===== src/sv/vrsf_pkg.sv =====
`timescale 1ns / 1ps
// vrsf_pkg: shared types, character codes and the terminal model decode
// for the videotex reply sequence filter. No dependencies.

package vrsf_pkg;

  // Control characters of the terminal protocol
  localparam logic [7:0] CH_SOH   = 8'h01;
  localparam logic [7:0] CH_EOT   = 8'h04;
  localparam logic [7:0] CH_ESC   = 8'h1B;
  localparam logic [7:0] CH_GS    = 8'h1D;
  localparam logic [7:0] CH_US    = 8'h1F;
  localparam logic [7:0] CH_QUOTE = 8'h22;

  // Escape protocol replies that are skipped whole
  localparam logic [7:0] ESC_SKIP_ONE   = 8'd57;
  localparam logic [7:0] ESC_SKIP_TWO   = 8'd58;
  localparam logic [7:0] ESC_SKIP_THREE = 8'd59;
  // ESC followed by a byte in this range keeps both bytes
  localparam logic [7:0] ESC_KEEP_LO    = 8'd64;
  localparam logic [7:0] ESC_KEEP_HI    = 8'd93;

  // Cursor report bias and the value given for a missing coordinate
  localparam logic [7:0] CURSOR_BIAS    = 8'h40;
  localparam logic [7:0] CURSOR_MISSING = 8'hC0;

  // Model codes
  localparam logic [7:0] MODEL_DEFAULT  = 8'h62;
  localparam logic [7:0] MODEL_V_BASIC  = 8'h76;
  localparam logic [7:0] MODEL_V_PLUS   = 8'h80;
  localparam logic [7:0] CH_LOWER_V     = 8'h76;
  localparam logic [7:0] CH_UPPER_B     = 8'h42;
  localparam logic [7:0] CH_UPPER_P     = 8'h50;

  // Configuration register indexes
  localparam int unsigned CFG_IDX_W = 2;
  localparam logic [CFG_IDX_W-1:0] CFG_CHANNEL_ACTIVE = 2'd0;
  localparam logic [CFG_IDX_W-1:0] CFG_FILTER_OFF     = 2'd1;
  localparam logic [CFG_IDX_W-1:0] CFG_TELINFO_MODE   = 2'd2;

  // Channel payloads
  typedef struct packed {
    logic [7:0] in_byte;
    logic       end_of_string;
  } in_beat_t;

  typedef struct packed {
    logic       is_data;
    logic [7:0] out_byte;
    logic       last;
    logic [7:0] terminal_type;
    logic [7:0] cursor_row;
    logic [7:0] cursor_col;
    logic       cursor_seen;
  } out_beat_t;

  // Controller to datapath commands
  typedef struct packed {
    logic accept;
    logic rd_en;
    logic load_lit0;
    logic load_lit1;
    logic load_mem;
    logic load_stat;
  } ctrl_cmd_t;

  // Datapath to controller status: the plan of the last accepted beat
  typedef struct packed {
    logic       rel_pre;
    logic       rel_post;
    logic [1:0] lit_cnt;
    logic       has_stat;
    logic       idx_done;
    logic       slot_free;
  } dp_sts_t;

  // Terminal model from the second and third bytes of an identity reply
  function automatic logic [7:0] decode_model(input logic [7:0] third,
                                              input logic [7:0] second,
                                              input logic [7:0] cur);
    logic [7:0] code;
    code = MODEL_DEFAULT;
    case (third)
      8'h62, 8'h63, 8'h72, 8'h73, 8'h64,
      8'h66, 8'h75, 8'h77, 8'h79, 8'h7A: begin  // b c r s d f u w y z
        code = third;
      end
      CH_LOWER_V: begin
        if (second == CH_UPPER_B) begin
          code = MODEL_V_BASIC;
        end else if (second == CH_UPPER_P) begin
          code = MODEL_V_PLUS;
        end else begin
          code = cur;
        end
      end
      default: begin
        code = MODEL_DEFAULT;
      end
    endcase
    return code;
  endfunction

endpackage


===== src/sv/vrsf_if.sv =====
`timescale 1ns / 1ps
// vrsf_in_if / vrsf_out_if: valid/ready channels carrying the input and
// result beats. Depends on vrsf_pkg.

interface vrsf_in_if;
  import vrsf_pkg::*;
  logic     valid;
  logic     ready;
  in_beat_t data;
  modport source (output valid, output data, input ready);
  modport sink   (input valid, input data, output ready);
endinterface

interface vrsf_out_if;
  import vrsf_pkg::*;
  logic      valid;
  logic      ready;
  out_beat_t data;
  modport source (output valid, output data, input ready);
  modport sink   (input valid, input data, output ready);
endinterface


===== src/sv/vrsf_datapath.sv =====
`timescale 1ns / 1ps
// vrsf_datapath: parse state, hold memory, beat plan and output register.
// Depends on vrsf_pkg; driven by vrsf_ctrl through ctrl_cmd_t.

module vrsf_datapath #(
  parameter int HOLD_DEPTH = 32
) (
  input  logic                             clk,
  input  logic                             rst_n,
  input  vrsf_pkg::in_beat_t               in_data,
  input  logic                             cfg_we,
  input  logic [vrsf_pkg::CFG_IDX_W-1:0]   cfg_index,
  input  logic                             cfg_wdata,
  input  vrsf_pkg::ctrl_cmd_t              cmd,
  output vrsf_pkg::dp_sts_t                sts,
  input  logic                             out_ready,
  output logic                             out_valid,
  output vrsf_pkg::out_beat_t              out_data
);
  import vrsf_pkg::*;

  localparam int CW = $clog2(HOLD_DEPTH + 1);
  localparam int AW = $clog2(HOLD_DEPTH);
  localparam logic [CW-1:0] DEPTH_C = CW'(HOLD_DEPTH);

  // Parse phases
  localparam logic [2:0] PH_IDLE  = 3'd0;
  localparam logic [2:0] PH_HOLD  = 3'd1;
  localparam logic [2:0] PH_US1   = 3'd2;
  localparam logic [2:0] PH_US2   = 3'd3;
  localparam logic [2:0] PH_ESC1  = 3'd4;
  localparam logic [2:0] PH_ESCGS = 3'd5;
  localparam logic [2:0] PH_SKIP  = 3'd6;
  localparam logic [2:0] PH_PASS  = 3'd7;

  // Configuration
  logic chan_active_r, filter_off_r, telinfo_r;

  // Parse state
  logic [2:0]    phase_r, phase_nxt;
  logic [1:0]    skip_r, skip_nxt;
  logic [CW-1:0] hold_cnt_r, hold_cnt_nxt;
  logic [7:0]    second_r, second_nxt;
  logic [7:0]    third_r, third_nxt;
  logic [7:0]    rowp_r, rowp_nxt;
  logic [7:0]    model_r, model_nxt;
  logic [7:0]    row_r, row_nxt;
  logic [7:0]    col_r, col_nxt;
  logic          seen_r, seen_nxt;

  // Beat plan
  logic          rel_pre_r, rel_pre_nxt;
  logic          rel_post_r, rel_post_nxt;
  logic [CW-1:0] rel_len_r, rel_len_nxt;
  logic [1:0]    lit_cnt_r, lit_cnt_nxt;
  logic [7:0]    lit0_r, lit0_nxt;
  logic [7:0]    lit1_r, lit1_nxt;
  logic          stat_r;

  // Hold memory
  logic [7:0]    hold_mem [HOLD_DEPTH];
  logic          mem_we;
  logic [AW-1:0] mem_waddr;
  logic [7:0]    rd_data_r;
  logic [CW-1:0] idx_r;

  // Output register
  logic          out_valid_r;
  out_beat_t     out_data_r;

  logic [7:0] b;
  logic       bypass;
  logic       do_idle;

  assign b      = in_data.in_byte;
  assign bypass = !chan_active_r || filter_off_r || telinfo_r;

  // Next parse state and plan for the beat on the input
  always_comb begin
    phase_nxt    = phase_r;
    skip_nxt     = skip_r;
    hold_cnt_nxt = hold_cnt_r;
    second_nxt   = second_r;
    third_nxt    = third_r;
    rowp_nxt     = rowp_r;
    model_nxt    = model_r;
    row_nxt      = row_r;
    col_nxt      = col_r;
    seen_nxt     = seen_r;
    mem_we       = 1'b0;
    mem_waddr    = '0;
    rel_pre_nxt  = 1'b0;
    rel_post_nxt = 1'b0;
    rel_len_nxt  = '0;
    lit_cnt_nxt  = 2'd0;
    lit0_nxt     = 8'h00;
    lit1_nxt     = 8'h00;
    do_idle      = 1'b0;

    if (bypass) begin
      // close whatever is open, then pass the byte
      case (phase_r)
        PH_HOLD: begin
          rel_pre_nxt = 1'b1;
          rel_len_nxt = hold_cnt_r;
        end
        PH_US1: begin
          row_nxt  = CURSOR_MISSING;
          col_nxt  = CURSOR_MISSING;
          seen_nxt = 1'b1;
        end
        PH_US2: begin
          row_nxt  = rowp_r - CURSOR_BIAS;
          col_nxt  = CURSOR_MISSING;
          seen_nxt = 1'b1;
        end
        PH_ESCGS: begin
          lit0_nxt    = CH_GS;
          lit_cnt_nxt = 2'd1;
        end
        default: begin
        end
      endcase
      phase_nxt    = PH_IDLE;
      skip_nxt     = 2'd0;
      hold_cnt_nxt = '0;
      if (lit_cnt_nxt == 2'd0) lit0_nxt = b;
      else                     lit1_nxt = b;
      lit_cnt_nxt = lit_cnt_nxt + 2'd1;
    end else begin
      case (phase_r)
        PH_HOLD: begin
          if (hold_cnt_r == CW'(1)) second_nxt = b;
          if (hold_cnt_r == CW'(2)) third_nxt  = b;
          if (b == CH_EOT) begin
            model_nxt    = decode_model(third_nxt, second_nxt, model_r);
            hold_cnt_nxt = '0;
            phase_nxt    = PH_IDLE;
          end else if (hold_cnt_r < DEPTH_C) begin
            mem_we       = 1'b1;
            mem_waddr    = hold_cnt_r[AW-1:0];
            hold_cnt_nxt = hold_cnt_r + CW'(1);
          end else begin
            // store full: release it, pass this byte and the rest
            rel_pre_nxt  = 1'b1;
            rel_len_nxt  = hold_cnt_r;
            hold_cnt_nxt = '0;
            lit0_nxt     = b;
            lit_cnt_nxt  = 2'd1;
            phase_nxt    = PH_PASS;
          end
        end
        PH_US1: begin
          rowp_nxt  = b;
          phase_nxt = PH_US2;
        end
        PH_US2: begin
          row_nxt   = rowp_r - CURSOR_BIAS;
          col_nxt   = b - CURSOR_BIAS;
          seen_nxt  = 1'b1;
          phase_nxt = PH_IDLE;
        end
        PH_ESC1: begin
          phase_nxt = PH_IDLE;
          if (b == ESC_SKIP_ONE) begin
            skip_nxt  = 2'd1;
            phase_nxt = PH_SKIP;
          end else if (b == ESC_SKIP_TWO) begin
            skip_nxt  = 2'd2;
            phase_nxt = PH_SKIP;
          end else if (b == ESC_SKIP_THREE) begin
            skip_nxt  = 2'd3;
            phase_nxt = PH_SKIP;
          end else if (b == CH_GS) begin
            phase_nxt = PH_ESCGS;
          end else if (b < ESC_KEEP_LO || b > ESC_KEEP_HI) begin
            do_idle = 1'b1;
          end else begin
            lit0_nxt    = CH_ESC;
            lit_cnt_nxt = 2'd1;
            do_idle     = 1'b1;
          end
        end
        PH_ESCGS: begin
          phase_nxt = PH_IDLE;
          if (b != CH_QUOTE) begin
            lit0_nxt    = CH_GS;
            lit_cnt_nxt = 2'd1;
            do_idle     = 1'b1;
          end
        end
        PH_SKIP: begin
          skip_nxt = (skip_r != 2'd0) ? skip_r - 2'd1 : 2'd0;
          if (skip_nxt == 2'd0) phase_nxt = PH_IDLE;
        end
        PH_PASS: begin
          lit0_nxt    = b;
          lit_cnt_nxt = 2'd1;
        end
        default: begin
          do_idle = 1'b1;
        end
      endcase

      // byte seen with no sequence open
      if (do_idle) begin
        if (b == CH_SOH) begin
          phase_nxt    = PH_HOLD;
          mem_we       = 1'b1;
          mem_waddr    = '0;
          hold_cnt_nxt = CW'(1);
          second_nxt   = 8'h00;
          third_nxt    = 8'h00;
        end else if (b == CH_US) begin
          phase_nxt = PH_US1;
        end else if (b == CH_ESC) begin
          phase_nxt = PH_ESC1;
        end else begin
          if (lit_cnt_nxt == 2'd0) lit0_nxt = b;
          else                     lit1_nxt = b;
          lit_cnt_nxt = lit_cnt_nxt + 2'd1;
        end
      end

      // string end closes the sequence left open
      if (in_data.end_of_string) begin
        case (phase_nxt)
          PH_HOLD: begin
            rel_post_nxt = 1'b1;
            rel_len_nxt  = hold_cnt_nxt;
          end
          PH_US1: begin
            row_nxt  = CURSOR_MISSING;
            col_nxt  = CURSOR_MISSING;
            seen_nxt = 1'b1;
          end
          PH_US2: begin
            row_nxt  = rowp_nxt - CURSOR_BIAS;
            col_nxt  = CURSOR_MISSING;
            seen_nxt = 1'b1;
          end
          PH_ESCGS: begin
            lit0_nxt    = CH_GS;
            lit_cnt_nxt = 2'd1;
          end
          default: begin
          end
        endcase
        phase_nxt    = PH_IDLE;
        skip_nxt     = 2'd0;
        hold_cnt_nxt = '0;
      end
    end
  end

  // Configuration registers
  always_ff @(posedge clk) begin
    if (!rst_n) begin
      chan_active_r <= 1'b1;
      filter_off_r  <= 1'b0;
      telinfo_r     <= 1'b0;
    end else if (cfg_we) begin
      case (cfg_index)
        CFG_CHANNEL_ACTIVE: chan_active_r <= cfg_wdata;
        CFG_FILTER_OFF:     filter_off_r  <= cfg_wdata;
        CFG_TELINFO_MODE:   telinfo_r     <= cfg_wdata;
        default: begin
        end
      endcase
    end
  end

  // Parse state and plan, taken on an accepted beat
  always_ff @(posedge clk) begin
    if (!rst_n) begin
      phase_r    <= PH_IDLE;
      skip_r     <= 2'd0;
      hold_cnt_r <= '0;
      second_r   <= 8'h00;
      third_r    <= 8'h00;
      rowp_r     <= 8'h00;
      model_r    <= 8'h00;
      row_r      <= 8'h00;
      col_r      <= 8'h00;
      seen_r     <= 1'b0;
      rel_pre_r  <= 1'b0;
      rel_post_r <= 1'b0;
      rel_len_r  <= '0;
      lit_cnt_r  <= 2'd0;
      stat_r     <= 1'b0;
    end else if (cmd.accept) begin
      phase_r    <= phase_nxt;
      skip_r     <= skip_nxt;
      hold_cnt_r <= hold_cnt_nxt;
      second_r   <= second_nxt;
      third_r    <= third_nxt;
      rowp_r     <= rowp_nxt;
      model_r    <= model_nxt;
      row_r      <= row_nxt;
      col_r      <= col_nxt;
      seen_r     <= seen_nxt;
      rel_pre_r  <= rel_pre_nxt;
      rel_post_r <= rel_post_nxt;
      rel_len_r  <= rel_len_nxt;
      lit_cnt_r  <= lit_cnt_nxt;
      stat_r     <= in_data.end_of_string;
    end
  end

  // Literal bytes of the plan
  always_ff @(posedge clk) begin
    if (cmd.accept) begin
      lit0_r <= lit0_nxt;
      lit1_r <= lit1_nxt;
    end
  end

  // Hold memory: one write port, one registered read port
  always_ff @(posedge clk) begin
    if (cmd.accept && mem_we) hold_mem[mem_waddr] <= b;
    if (cmd.rd_en) rd_data_r <= hold_mem[idx_r[AW-1:0]];
  end

  // Release index
  always_ff @(posedge clk) begin
    if (!rst_n) begin
      idx_r <= '0;
    end else if (cmd.accept) begin
      idx_r <= '0;
    end else if (cmd.load_mem) begin
      idx_r <= idx_r + CW'(1);
    end
  end

  // Output register
  always_ff @(posedge clk) begin
    if (!rst_n) begin
      out_valid_r <= 1'b0;
    end else if (cmd.load_lit0 || cmd.load_lit1 || cmd.load_mem || cmd.load_stat) begin
      out_valid_r <= 1'b1;
    end else if (out_ready) begin
      out_valid_r <= 1'b0;
    end
  end

  always_ff @(posedge clk) begin
    if (cmd.load_stat) begin
      out_data_r <= '{is_data: 1'b0, out_byte: 8'h00, last: 1'b1,
                      terminal_type: model_r, cursor_row: row_r,
                      cursor_col: col_r, cursor_seen: seen_r};
    end else if (cmd.load_lit0 || cmd.load_lit1 || cmd.load_mem) begin
      out_data_r <= '{is_data: 1'b1,
                      out_byte: (cmd.load_mem  ? rd_data_r :
                                 cmd.load_lit1 ? lit1_r : lit0_r),
                      last: 1'b0, terminal_type: 8'h00, cursor_row: 8'h00,
                      cursor_col: 8'h00, cursor_seen: 1'b0};
    end
  end

  assign out_valid = out_valid_r;
  assign out_data  = out_data_r;

  assign sts.rel_pre   = rel_pre_r;
  assign sts.rel_post  = rel_post_r;
  assign sts.lit_cnt   = lit_cnt_r;
  assign sts.has_stat  = stat_r;
  assign sts.idx_done  = (idx_r == rel_len_r);
  assign sts.slot_free = !out_valid_r || out_ready;

  // Checks
  a_rel_excl: assert property (@(posedge clk) disable iff (!rst_n)
    !(rel_pre_r && rel_post_r))
    else $error("hold released both before and after the literals");

  a_cnt_bound: assert property (@(posedge clk) disable iff (!rst_n)
    hold_cnt_r <= DEPTH_C)
    else $error("hold count beyond store depth");

  a_rel_len: assert property (@(posedge clk) disable iff (!rst_n)
    (rel_pre_r || rel_post_r) |-> (rel_len_r != '0 && rel_len_r <= DEPTH_C))
    else $error("release planned with bad length");

endmodule


===== src/sv/vrsf_ctrl.sv =====
`timescale 1ns / 1ps
// vrsf_ctrl: sequencer that accepts one beat and then walks its plan:
// early release, literals, late release, status. Depends on vrsf_pkg.

module vrsf_ctrl (
  input  logic                clk,
  input  logic                rst_n,
  input  logic                in_valid,
  output logic                in_ready,
  output vrsf_pkg::ctrl_cmd_t cmd,
  input  vrsf_pkg::dp_sts_t   sts
);
  import vrsf_pkg::*;

  localparam logic [3:0] ST_IDLE    = 4'd0;
  localparam logic [3:0] ST_DISP    = 4'd1;
  localparam logic [3:0] ST_PRE_RD  = 4'd2;
  localparam logic [3:0] ST_PRE_WR  = 4'd3;
  localparam logic [3:0] ST_LIT0    = 4'd4;
  localparam logic [3:0] ST_LIT1    = 4'd5;
  localparam logic [3:0] ST_POST_RD = 4'd6;
  localparam logic [3:0] ST_POST_WR = 4'd7;
  localparam logic [3:0] ST_STAT    = 4'd8;

  logic [3:0] state_r, state_nxt;
  logic [3:0] after_post, after_lits, after_lit0, after_pre, from_disp;

  // next step of the plan from each point
  assign after_post = sts.has_stat ? ST_STAT : ST_IDLE;
  assign after_lits = sts.rel_post ? ST_POST_RD : after_post;
  assign after_lit0 = (sts.lit_cnt == 2'd2) ? ST_LIT1 : after_lits;
  assign after_pre  = (sts.lit_cnt != 2'd0) ? ST_LIT0 : after_lits;
  assign from_disp  = sts.rel_pre ? ST_PRE_RD : after_pre;

  assign in_ready = (state_r == ST_IDLE);

  always_comb begin
    state_nxt = state_r;
    cmd       = '0;
    case (state_r)
      ST_IDLE: begin
        cmd.accept = in_valid;
        if (in_valid) state_nxt = ST_DISP;
      end
      ST_DISP: begin
        state_nxt = from_disp;
      end
      ST_PRE_RD: begin
        if (sts.idx_done) begin
          state_nxt = after_pre;
        end else begin
          cmd.rd_en = 1'b1;
          state_nxt = ST_PRE_WR;
        end
      end
      ST_PRE_WR: begin
        if (sts.slot_free) begin
          cmd.load_mem = 1'b1;
          state_nxt    = ST_PRE_RD;
        end
      end
      ST_LIT0: begin
        if (sts.slot_free) begin
          cmd.load_lit0 = 1'b1;
          state_nxt     = after_lit0;
        end
      end
      ST_LIT1: begin
        if (sts.slot_free) begin
          cmd.load_lit1 = 1'b1;
          state_nxt     = after_lits;
        end
      end
      ST_POST_RD: begin
        if (sts.idx_done) begin
          state_nxt = after_post;
        end else begin
          cmd.rd_en = 1'b1;
          state_nxt = ST_POST_WR;
        end
      end
      ST_POST_WR: begin
        if (sts.slot_free) begin
          cmd.load_mem = 1'b1;
          state_nxt    = ST_POST_RD;
        end
      end
      ST_STAT: begin
        if (sts.slot_free) begin
          cmd.load_stat = 1'b1;
          state_nxt     = ST_IDLE;
        end
      end
      default: begin
        state_nxt = ST_IDLE;
      end
    endcase
  end

  always_ff @(posedge clk) begin
    if (!rst_n) begin
      state_r <= ST_IDLE;
    end else begin
      state_r <= state_nxt;
    end
  end

  // Checks
  a_accept_disp: assert property (@(posedge clk) disable iff (!rst_n)
    cmd.accept |=> (state_r == ST_DISP))
    else $error("accepted beat not followed by dispatch");

  a_load_free: assert property (@(posedge clk) disable iff (!rst_n)
    (cmd.load_lit0 || cmd.load_lit1 || cmd.load_mem || cmd.load_stat)
      |-> sts.slot_free)
    else $error("output register loaded while occupied");

  a_rd_range: assert property (@(posedge clk) disable iff (!rst_n)
    cmd.rd_en |-> !sts.idx_done)
    else $error("hold read past release length");

endmodule


===== src/sv/videotex_reply_sequence_filter.sv =====
`timescale 1ns / 1ps
// videotex_reply_sequence_filter: top level, joins sequencer and datapath.
// Depends on vrsf_pkg, vrsf_if, vrsf_ctrl and vrsf_datapath.
//
//   port       dir   kind          beat contents
//   in_chan    in    valid/ready   in_byte, end_of_string
//   out_chan   out   valid/ready   is_data, out_byte, last, terminal_type,
//                                  cursor_row, cursor_col, cursor_seen
//   cfg_*      in    write only    cfg_we, cfg_index, cfg_wdata
//
// One input beat at a time: accept, dispatch, then the early release, the
// literals, the late release and the status beat, each output beat loaded
// when the output register is free. Releasing the hold store reads each held
// byte through the single registered read port of the hold memory, then
// loads it into the output register.
// Reset (rst_n low, synchronous) clears the sequencer, parse state and
// configuration; the hold memory is not cleared.
// A stalled output holds the sequencer; input is refused until the plan of
// the current beat has been loaded into the output register.

module videotex_reply_sequence_filter #(
  parameter int HOLD_DEPTH = 32
) (
  input  logic                           clk,
  input  logic                           rst_n,
  vrsf_in_if.sink                        in_chan,
  vrsf_out_if.source                     out_chan,
  input  logic                           cfg_we,
  input  logic [vrsf_pkg::CFG_IDX_W-1:0] cfg_index,
  input  logic                           cfg_wdata
);
  import vrsf_pkg::*;

  ctrl_cmd_t cmd;
  dp_sts_t   sts;
  logic      in_ready;

  // Sequencer
  vrsf_ctrl u_ctrl (
    .clk      (clk),
    .rst_n    (rst_n),
    .in_valid (in_chan.valid),
    .in_ready (in_ready),
    .cmd      (cmd),
    .sts      (sts)
  );

  // Parse state, hold memory and output register
  vrsf_datapath #(
    .HOLD_DEPTH (HOLD_DEPTH)
  ) u_dp (
    .clk       (clk),
    .rst_n     (rst_n),
    .in_data   (in_chan.data),
    .cfg_we    (cfg_we),
    .cfg_index (cfg_index),
    .cfg_wdata (cfg_wdata),
    .cmd       (cmd),
    .sts       (sts),
    .out_ready (out_chan.ready),
    .out_valid (out_chan.valid),
    .out_data  (out_chan.data)
  );

  assign in_chan.ready = in_ready;

endmodule

===== src/flat_wrapper.sv =====
// flat-port wrapper written by rule: the top's interface ports become plain ports
module videotex_reply_sequence_filter_flat import vrsf_pkg::*;
#(
  parameter int HOLD_DEPTH = 32
)
  (clk, rst_n, cfg_we, cfg_index, cfg_wdata, in_chan_valid, in_chan_data, in_chan_ready, out_chan_valid, out_chan_data, out_chan_ready);
  vrsf_in_if in_chan_i ();
  vrsf_out_if out_chan_i ();
  input  logic clk;
  input  logic rst_n;
  input  logic cfg_we;
  input  logic [vrsf_pkg::CFG_IDX_W-1:0] cfg_index;
  input  logic cfg_wdata;
  input wire logic [$bits(in_chan_i.valid)-1:0] in_chan_valid;
  input wire logic [$bits(in_chan_i.data)-1:0] in_chan_data;
  output wire logic [$bits(in_chan_i.ready)-1:0] in_chan_ready;
  output wire logic [$bits(out_chan_i.valid)-1:0] out_chan_valid;
  output wire logic [$bits(out_chan_i.data)-1:0] out_chan_data;
  input wire logic [$bits(out_chan_i.ready)-1:0] out_chan_ready;
  assign in_chan_i.valid = in_chan_valid;
  assign in_chan_i.data = in_chan_data;
  assign in_chan_ready = in_chan_i.ready;
  assign out_chan_valid = out_chan_i.valid;
  assign out_chan_data = out_chan_i.data;
  assign out_chan_i.ready = out_chan_ready;
  videotex_reply_sequence_filter #(.HOLD_DEPTH(HOLD_DEPTH)) u_core (.clk(clk), .rst_n(rst_n), .in_chan(in_chan_i), .out_chan(out_chan_i), .cfg_we(cfg_we), .cfg_index(cfg_index), .cfg_wdata(cfg_wdata));
endmodule

===== config.mk =====
export PLATFORM = sky130hd
export DESIGN_NAME = videotex_reply_sequence_filter_flat
export DESIGN_NICKNAME = d
export VERILOG_FILES = /design/src/sv/vrsf_pkg.sv /design/src/sv/vrsf_if.sv /design/src/sv/vrsf_datapath.sv /design/src/sv/vrsf_ctrl.sv /design/src/sv/videotex_reply_sequence_filter.sv /design/src/flat_wrapper.sv
export SDC_FILE = /design/constraint.sdc
export NUM_CORES = 1
export LEC_CHECK = 0
export ABC_AREA = 1
export BUFFER_PORTS_ARGS = -buffer_cell sky130_fd_sc_hd__buf_2
export CORE_MARGIN = 1
export CORE_UTILIZATION = 45
export CTS_CLUSTER_DIAMETER = 150
export CTS_CLUSTER_SIZE = 30
export DETAILED_ROUTE_END_ITERATION = 6
export GPL_ROUTABILITY_DRIVEN = 0
export PLACE_DENSITY = 0.68
export SLEW_MARGIN = 20
export SYNTH_ARGS = -nofsm -noshare
export SYNTH_HDL_FRONTEND = slang
export SYNTH_SLANG_ARGS = --single-unit

===== constraint.sdc =====
create_clock -name clk -period 2.88 [get_ports clk]
set_clock_uncertainty 0.05 [all_clocks]
set_input_delay 0.144 -clock clk [delete_from_list [all_inputs] [get_ports clk]]
set_output_delay 0.144 -clock clk [all_outputs]
set_load 0.02 [all_outputs]

Yosys cells after proc, flatten, opt, wreduce, memory -nomap -nowiden
Memory sizes are Yosys's and may differ from the RTL's. A register that Yosys moved wholly into a read port is not among the register bits.
Index checks and enable logic that the tools add are counted.

word-level totals
  register bits = 136
  bits in latches = 0
  RAM bits = 256
  memory bits (read-only) = 0
  bits of input ports = 17
  output and inout bits = 37
  logic and storage cells = 308
  memories = 1

memories
  name                  depth  width  read ports  clocked after memory_dff  write ports  RTL line             source
  u_core.u_dp.hold_mem  32     8      1           1                         1            vrsf_datapath.sv:61  logic [7:0] hold_mem [HOLD_DEPTH];

cells by class
  $add $sub $neg = 8
  $mul = 0
  divide/modulo/power cells = 0
  order comparisons = 3
  equality and inequality tests = 57
  shifts and indexed selects = 0
  multiplexer cells = 170
  bitwise gates (word level) = 2
  reductions and logical operators = 37

operator list
  kind                                                   count
  2-to-1 mux 8 bit                                       44
  == test 8 x 7 -> 1 bit, second input constant          13
  2-to-1 mux 6 bit                                       14
  2-to-1 mux 5 bit                                       13
  2-to-1 mux 4 bit                                       13
  2-to-1 mux 25 bit                                      2
  case mux 8 bit (2 select lines)                        3
  2-to-1 mux 1 bit                                       46
  2-to-1 mux 3 bit                                       14
  case mux 4 bit (9 select lines)                        1
  case mux 8 bit (4 select lines)                        1
  2-to-1 mux 2 bit                                       15
  == test 8 x 5 -> 1 bit, second input constant          3
  == test 8 x 6 -> 1 bit, second input constant          3
  subtractor 8 x 7 -> 8 bit, second input constant       3
  == test 4 x 3 -> 1 bit, second input constant          4
  == test 3 bit, second input constant                   5
  case mux 3 bit (5 select lines)                        1
  adder 6 x 1 -> 6 bit, second input constant            2
  == test 3 x 2 -> 1 bit, second input constant          4
  AND reduction 2 bit                                    6
  OR reduction 2 bit                                     6
  inequality test 2 x 1 -> 1 bit, second input constant  5
  OR reduction 10 bit                                    1
  36 further kinds                                       55

Longest topological paths before layout
  word-level depth = 18
  mapped depth = 16
  gate-level depth less buffers = 16

Modules after synthesis
From an unflattened synthesis, not the netlist that was laid out.

second synthesis, totals
  cell total of the unflattened synthesis = 1829
  area, all modules = 17828.3 um2

by module, submodules not included
  module         instances  cells each  area each (um2)  sequential area each (um2)
  vrsf_datapath  1          1733        17326.6          10980.5
  vrsf_ctrl      1          96          501.7            80.1

Worst setup path before layout
No wires, ideal clock.

  path kind = reg-to-reg
  from = register u_core.u_ctrl.state_r[0]
  to = memory u_core.u_dp.hold_mem[10][0], enable pin
  library setup time = 0.370 ns
  arrival time = 2.455 ns
  required time = 2.460 ns
  slack = 0.005 ns
  stages on the path, launching flop included = 13
  path buffers = 1
  clock period less this slack = 2.875 ns
  path through = dfxtp_1 > buf_2 > nor2_2 > inv_2 > nor2_2 > inv_2 > nor2_4 > inv_2 > nor2_8 > inv_2 > a21oi_2 > o2111ai_2 > nor2_1

RTL lines
  what                    RTL line             source
  start, declared         vrsf_ctrl.sv:25      logic [3:0] state_r, state_nxt;
  start signal, assigned  vrsf_ctrl.sv:104     state_r <= state_nxt;
  end, declared           vrsf_datapath.sv:61

Worst setup path after layout
  from = register u_core.u_dp.hold_cnt_r[1]
  to = register u_core.u_dp.model_r[3]

on the way
  word-level cells in the longest chain between the ends = 7

RTL lines
  what                                                                           RTL line                                        source
  start, declared                                                                vrsf_datapath.sv:42                             logic [CW-1:0] hold_cnt_r, hold_cnt_nxt;
  start signal, assigned                                                         vrsf_datapath.sv:294                            hold_cnt_r <= hold_cnt_nxt;
  == test 6 x 2 -> 1 bit / == test 6 x 1 -> 1 bit (equally long branches)        vrsf_datapath.sv:134, vrsf_datapath.sv:133
  2-to-1 mux 8 bit, on equally long branches                                     vrsf_datapath.sv:134, vrsf_datapath.sv:133
  2-to-1 mux 8 bit                                                               vrsf_datapath.sv:131                            case (phase_r)
  2-to-1 mux 8 bit                                                               vrsf_datapath.sv:100                            if (bypass) begin
  == test 8 x 7 -> 1 bit, on equally long branches                               vrsf_pkg.sv:83, vrsf_pkg.sv:89, vrsf_pkg.sv:91
  OR reduction 10 bit, or another cell as far along                              vrsf_pkg.sv:83                                  case (third)
  case mux 8 bit (2 select lines) / AND reduction 5 bit (equally long branches)  --
  end signal, assigned                                                           vrsf_datapath.sv:298                            model_r <= model_nxt;
  end, declared                                                                  vrsf_datapath.sv:46                             logic [7:0] model_r, model_nxt;

Several ways; a longest one is shown, not always the timed one. The select of a mux whose other input is x is not followed.
A chain may end at the register's enable or synchronous reset.

==> summary.txt <==
Status
  – Outcome: finished, violations left
  – Failing checks: DRC

Global route
  – Largest net degree at the start of global routing: 67
  – Gr usage total: 23.0%
  – Vias in the first global route: 12,400
  – Initial antenna violation count: 1
  – Global-route wire length before repair: 70,400 um
  – Total gr overflow: 0

Timing
  – Hold Fails Final Rpt: 0
  – Fin Hold WS: 0.0390 ns
  – Period Utilization, post-route: 91.7%
  – Pins Over Slew Limit: 0
  – Final min period: 2.64 ns
  – Final number of setup-violating endpoints: 0
  – Relative slew margins: 27.4%
  – Setup TNS: 0 ns
  – RSZ-0062 raised after global routing: false
  – Slew @ Worst Pin: 1.08 ns
  – Top achievable clock speed: 0.379 GHz

Layout
  – Fillers: 3,476
  – Layout Utilization: 50.2%
  – Layout net count: 1,881
  – Multi-input logic area: 5590 sq um
  – Layout Area Growth over Synthesis: 10.2%
  – Register area: 11,100 sq um
  – Commonest non-fill, non-tap cell in the layout: edfxtp_1
  – Most frequent cells in the layout: edfxtp_1, nor2_1, nand2_1
  – Share of layout cells above drive strength 1: 11.3%

Critical path
  – Crit Path Max Fanout: 16
  – Arr. time, crit path: 3.03 ns
  – Cell count of the worst reg-to-reg path: 13
  – R2r setup slk: 0.24 ns
  – Critical path buffer and inverter count: 2
  – Cells along the critical path: inv_1, ha_1, nand3_2, o21ai_0, nand2_1, nor2_1, nand4_1, nand3_2, nand2_4, inv_4, nand2_1, nand2_1, nor2_1
  – Slowest cell on the critical path: dfxtp_1
  – WP depth: 13
  – Critical Path Sink Type: register
  – Crit path kind: register to register
  – Critical R2R Launch: u_core.u_dp.hold_cnt_r[1]
  – Worst path max stage delay: 0.39 ns
  – Most used cell, CP: nand2_1
  – R2r endpoint: u_core.u_dp.model_r[3]
  – Required time worst endpoint: 3.27 ns
  – CP top delay family: simple AND/OR/NAND/NOR gates
  – Startpoint types: register

Route
  – Detail Route Antenna Nets: 0
  – Residual DRC: 11
  – DR WL/cell: 19.4 um
  – First DRT Iteration DRCs: 1,550
  – Post-Route WL: 46,400 um
  – Router iterations before antenna repair: 7
  – Total number of vias: 13,400
  – Vias per cell: 5.63

Place
  – Port buffer count: 53
  – DP Wirelength: 31,100 um

Die
  – Chip width: 200 um
  – IO Pins: 54
  – Initial Util: 45.5%
  – Chip height: 200 um
  – Die area: 39,900 sq um
  – CORE AREA: 38,600 sq um
  – # rows: 72

Synthesis
  – Share of the synthesized area in the top cell type: 52.0%
  – Largest area contributor in the netlist: edfxtp_1
  – Mean Syn Cell Area: 9.90 sq um
  – Synth top area cells: edfxtp_1, dfxtp_1, nor2_1
  – Mapped Nets: 1,802
  – Post-synthesis sequential area ratio: 62.9%
  – Yosys cell types: 55
  – Yosys warning total: 0
  – Dominant synthesized flop cell: edfxtp_1
  – Synth async-reset ratio: 0%
  – Number of flops mapped to enable cells by yosys: 305
  – Flops & latches, synth: 400
  – Post-Syn Instances: 1,778
  – Area of the mapped netlist: 17,600 sq um

Run
  – Max-Cap Viols: 0

Pwr
  – Leakage: 6.87 nW
  – P per Cell Area: 530 nW/um^2
  – Worst vdd ir: 419 uV

Min path
  – Hold Path Depth: 5
  – Min-Delay Endpoint: u_core.u_dp.rel_len_r[2]
  – Min-Delay Startpoint: rst_n
  – Worst hold-check path type: primary input to register

Clocking
  – CTS buffer count: 17
  – Htree depth: 1
  – CTS Sinks: 400
  – Clk_lat worst skew: 0.54 ns
  – Clock Tree Buf Depth: 3
  – CTS tree: done
  – Post-CTS Setup Inserts: 0
  – Clk pin slew, worst setup/hold paths: 0.12 ns
  – Clock root buffer: clkbuf_16
==> worst register-to-register path, stage by stage, from the launching register on <==
cell and delay [ns]:
dfxtp_1 0.39, inv_1 0.20, ha_1 0.24, nand3_2 0.30, o21ai_0 0.38, nand2_1 0.09
nor2_1 0.19, nand4_1 0.22, nand3_2 0.17, nand2_4 0.09, inv_4 0.09, nand2_1 0.05
nand2_1 0.06, nor2_1 0.04
==> logic make-up after synthesis <==
group,count (synthesis),synth area share [%]
AND/OR/NAND/NOR,686,16.6
AO/OA/AOI/OAI,432,14.2
flip-flops,400,62.9
buffers and inverters,244,5.41
XOR/XNOR,7,0.348
adder cells (fa/ha/maj),7,0.498
multiplexers,2,0.114
==> per-layer routing <==
layer	vias to the layer above	global-route usage [%]	wire length, um
li1	6357	-	-
met1	6361	32.8	20100
met2	607	36.4	21000
met3	110	2.50	3390
met4	0	8.59	1770
met5	-	0	0
==> final cells by class <==
type                            instances  share of cell area [%]
Multi-Input combinational cell       1134                    28.8
Inverter                              159                    3.11
Clock inverter                          2                   0.148
Sequential cell                       400                    57.1
Clock buffer                           28                    2.41
Timing Repair Buffer                  145                    5.12
Antenna cell                            1                  0.0129
Tap cell                              518                    3.34
==> sequential cells by signal, summed over array words and instances (netlist names), 2 cells and up <==
name / cells
u_core.u_dp.lit_cnt_r: 2
u_core.u_dp.col_r: 8
u_core.u_dp.skip_r: 2
u_core.u_dp.hold_mem: 256
u_core.u_dp.idx_r: 6
u_core.u_ctrl.state_r: 4
u_core.u_dp.phase_r: 3
u_core.u_dp.second_r: 8
u_core.u_dp.row_r: 8
u_core.u_dp.lit0_r: 8
u_core.u_dp.rd_data_r: 8
u_core.u_dp.model_r: 8
u_core.u_dp.rowp_r: 8
u_core.u_dp.hold_cnt_r: 6
u_core.u_dp.rel_len_r: 6
u_core.u_dp.out_data: 35
u_core.u_dp.third_r: 8
u_core.u_dp.lit1_r: 8
==> cell usage after synthesis (18+ instances only) <==
library cell  count
nor2_1          301
clkbuf_1         68
dfxtp_1          95
edfxtp_1        305
nand3_1          82
nand2_1         228
inv_1           134
o221ai_1         24
o22ai_1          52
nand4_1          22
inv_2            18
a21oi_1          61
o21ai_0         218
==> where the power goes <==
part           total [mW]  internal, mW  switching [mW]
logic               0.899         0.265           0.634
clock network        2.93          1.16            1.76
registers            6.45          6.36          0.0929
total                10.3          7.78            2.49
==> per-stage QoR <==
stage	area, sq um	std cells	worst slack [ns]	power [mW]
global route	19400	2387	0.0568	10.6
CTS	19400	2386	0.266	10.3
detailed placement	18800	2346	0.110	7.47
global placement	18800	2346	0.135	7.45
floorplan	17600	1778	0.00467	7.09
finish	19400	2387	0.238	10.3
==> how the worst max path moves through the flow <==
stage                              startpoint                           to  slack, ns
global placement              in_chan_data[8]   u_core.u_dp.hold_mem[3][1]       0.14
detailed placement            in_chan_data[8]   u_core.u_dp.hold_mem[3][1]       0.11
finish              u_core.u_dp.hold_cnt_r[1]       u_core.u_dp.model_r[3]       0.24
CTS                  u_core.u_ctrl.state_r[0]   u_core.u_dp.hold_mem[1][4]       0.27
floorplan            u_core.u_ctrl.state_r[0]  u_core.u_dp.hold_mem[10][0]      0.005
global route        u_core.u_dp.hold_cnt_r[1]       u_core.u_dp.model_r[3]       0.06
==> repair_timing <==
| item | 4_1_cts | 5_1_grt |
|---|---|---|
| gates resized for setup | 0 | 0 |
| hold endpoints to repair | 4 | 0 |
| hold buffers | 10 | 0 |
(Power assumes the default switching activity.)
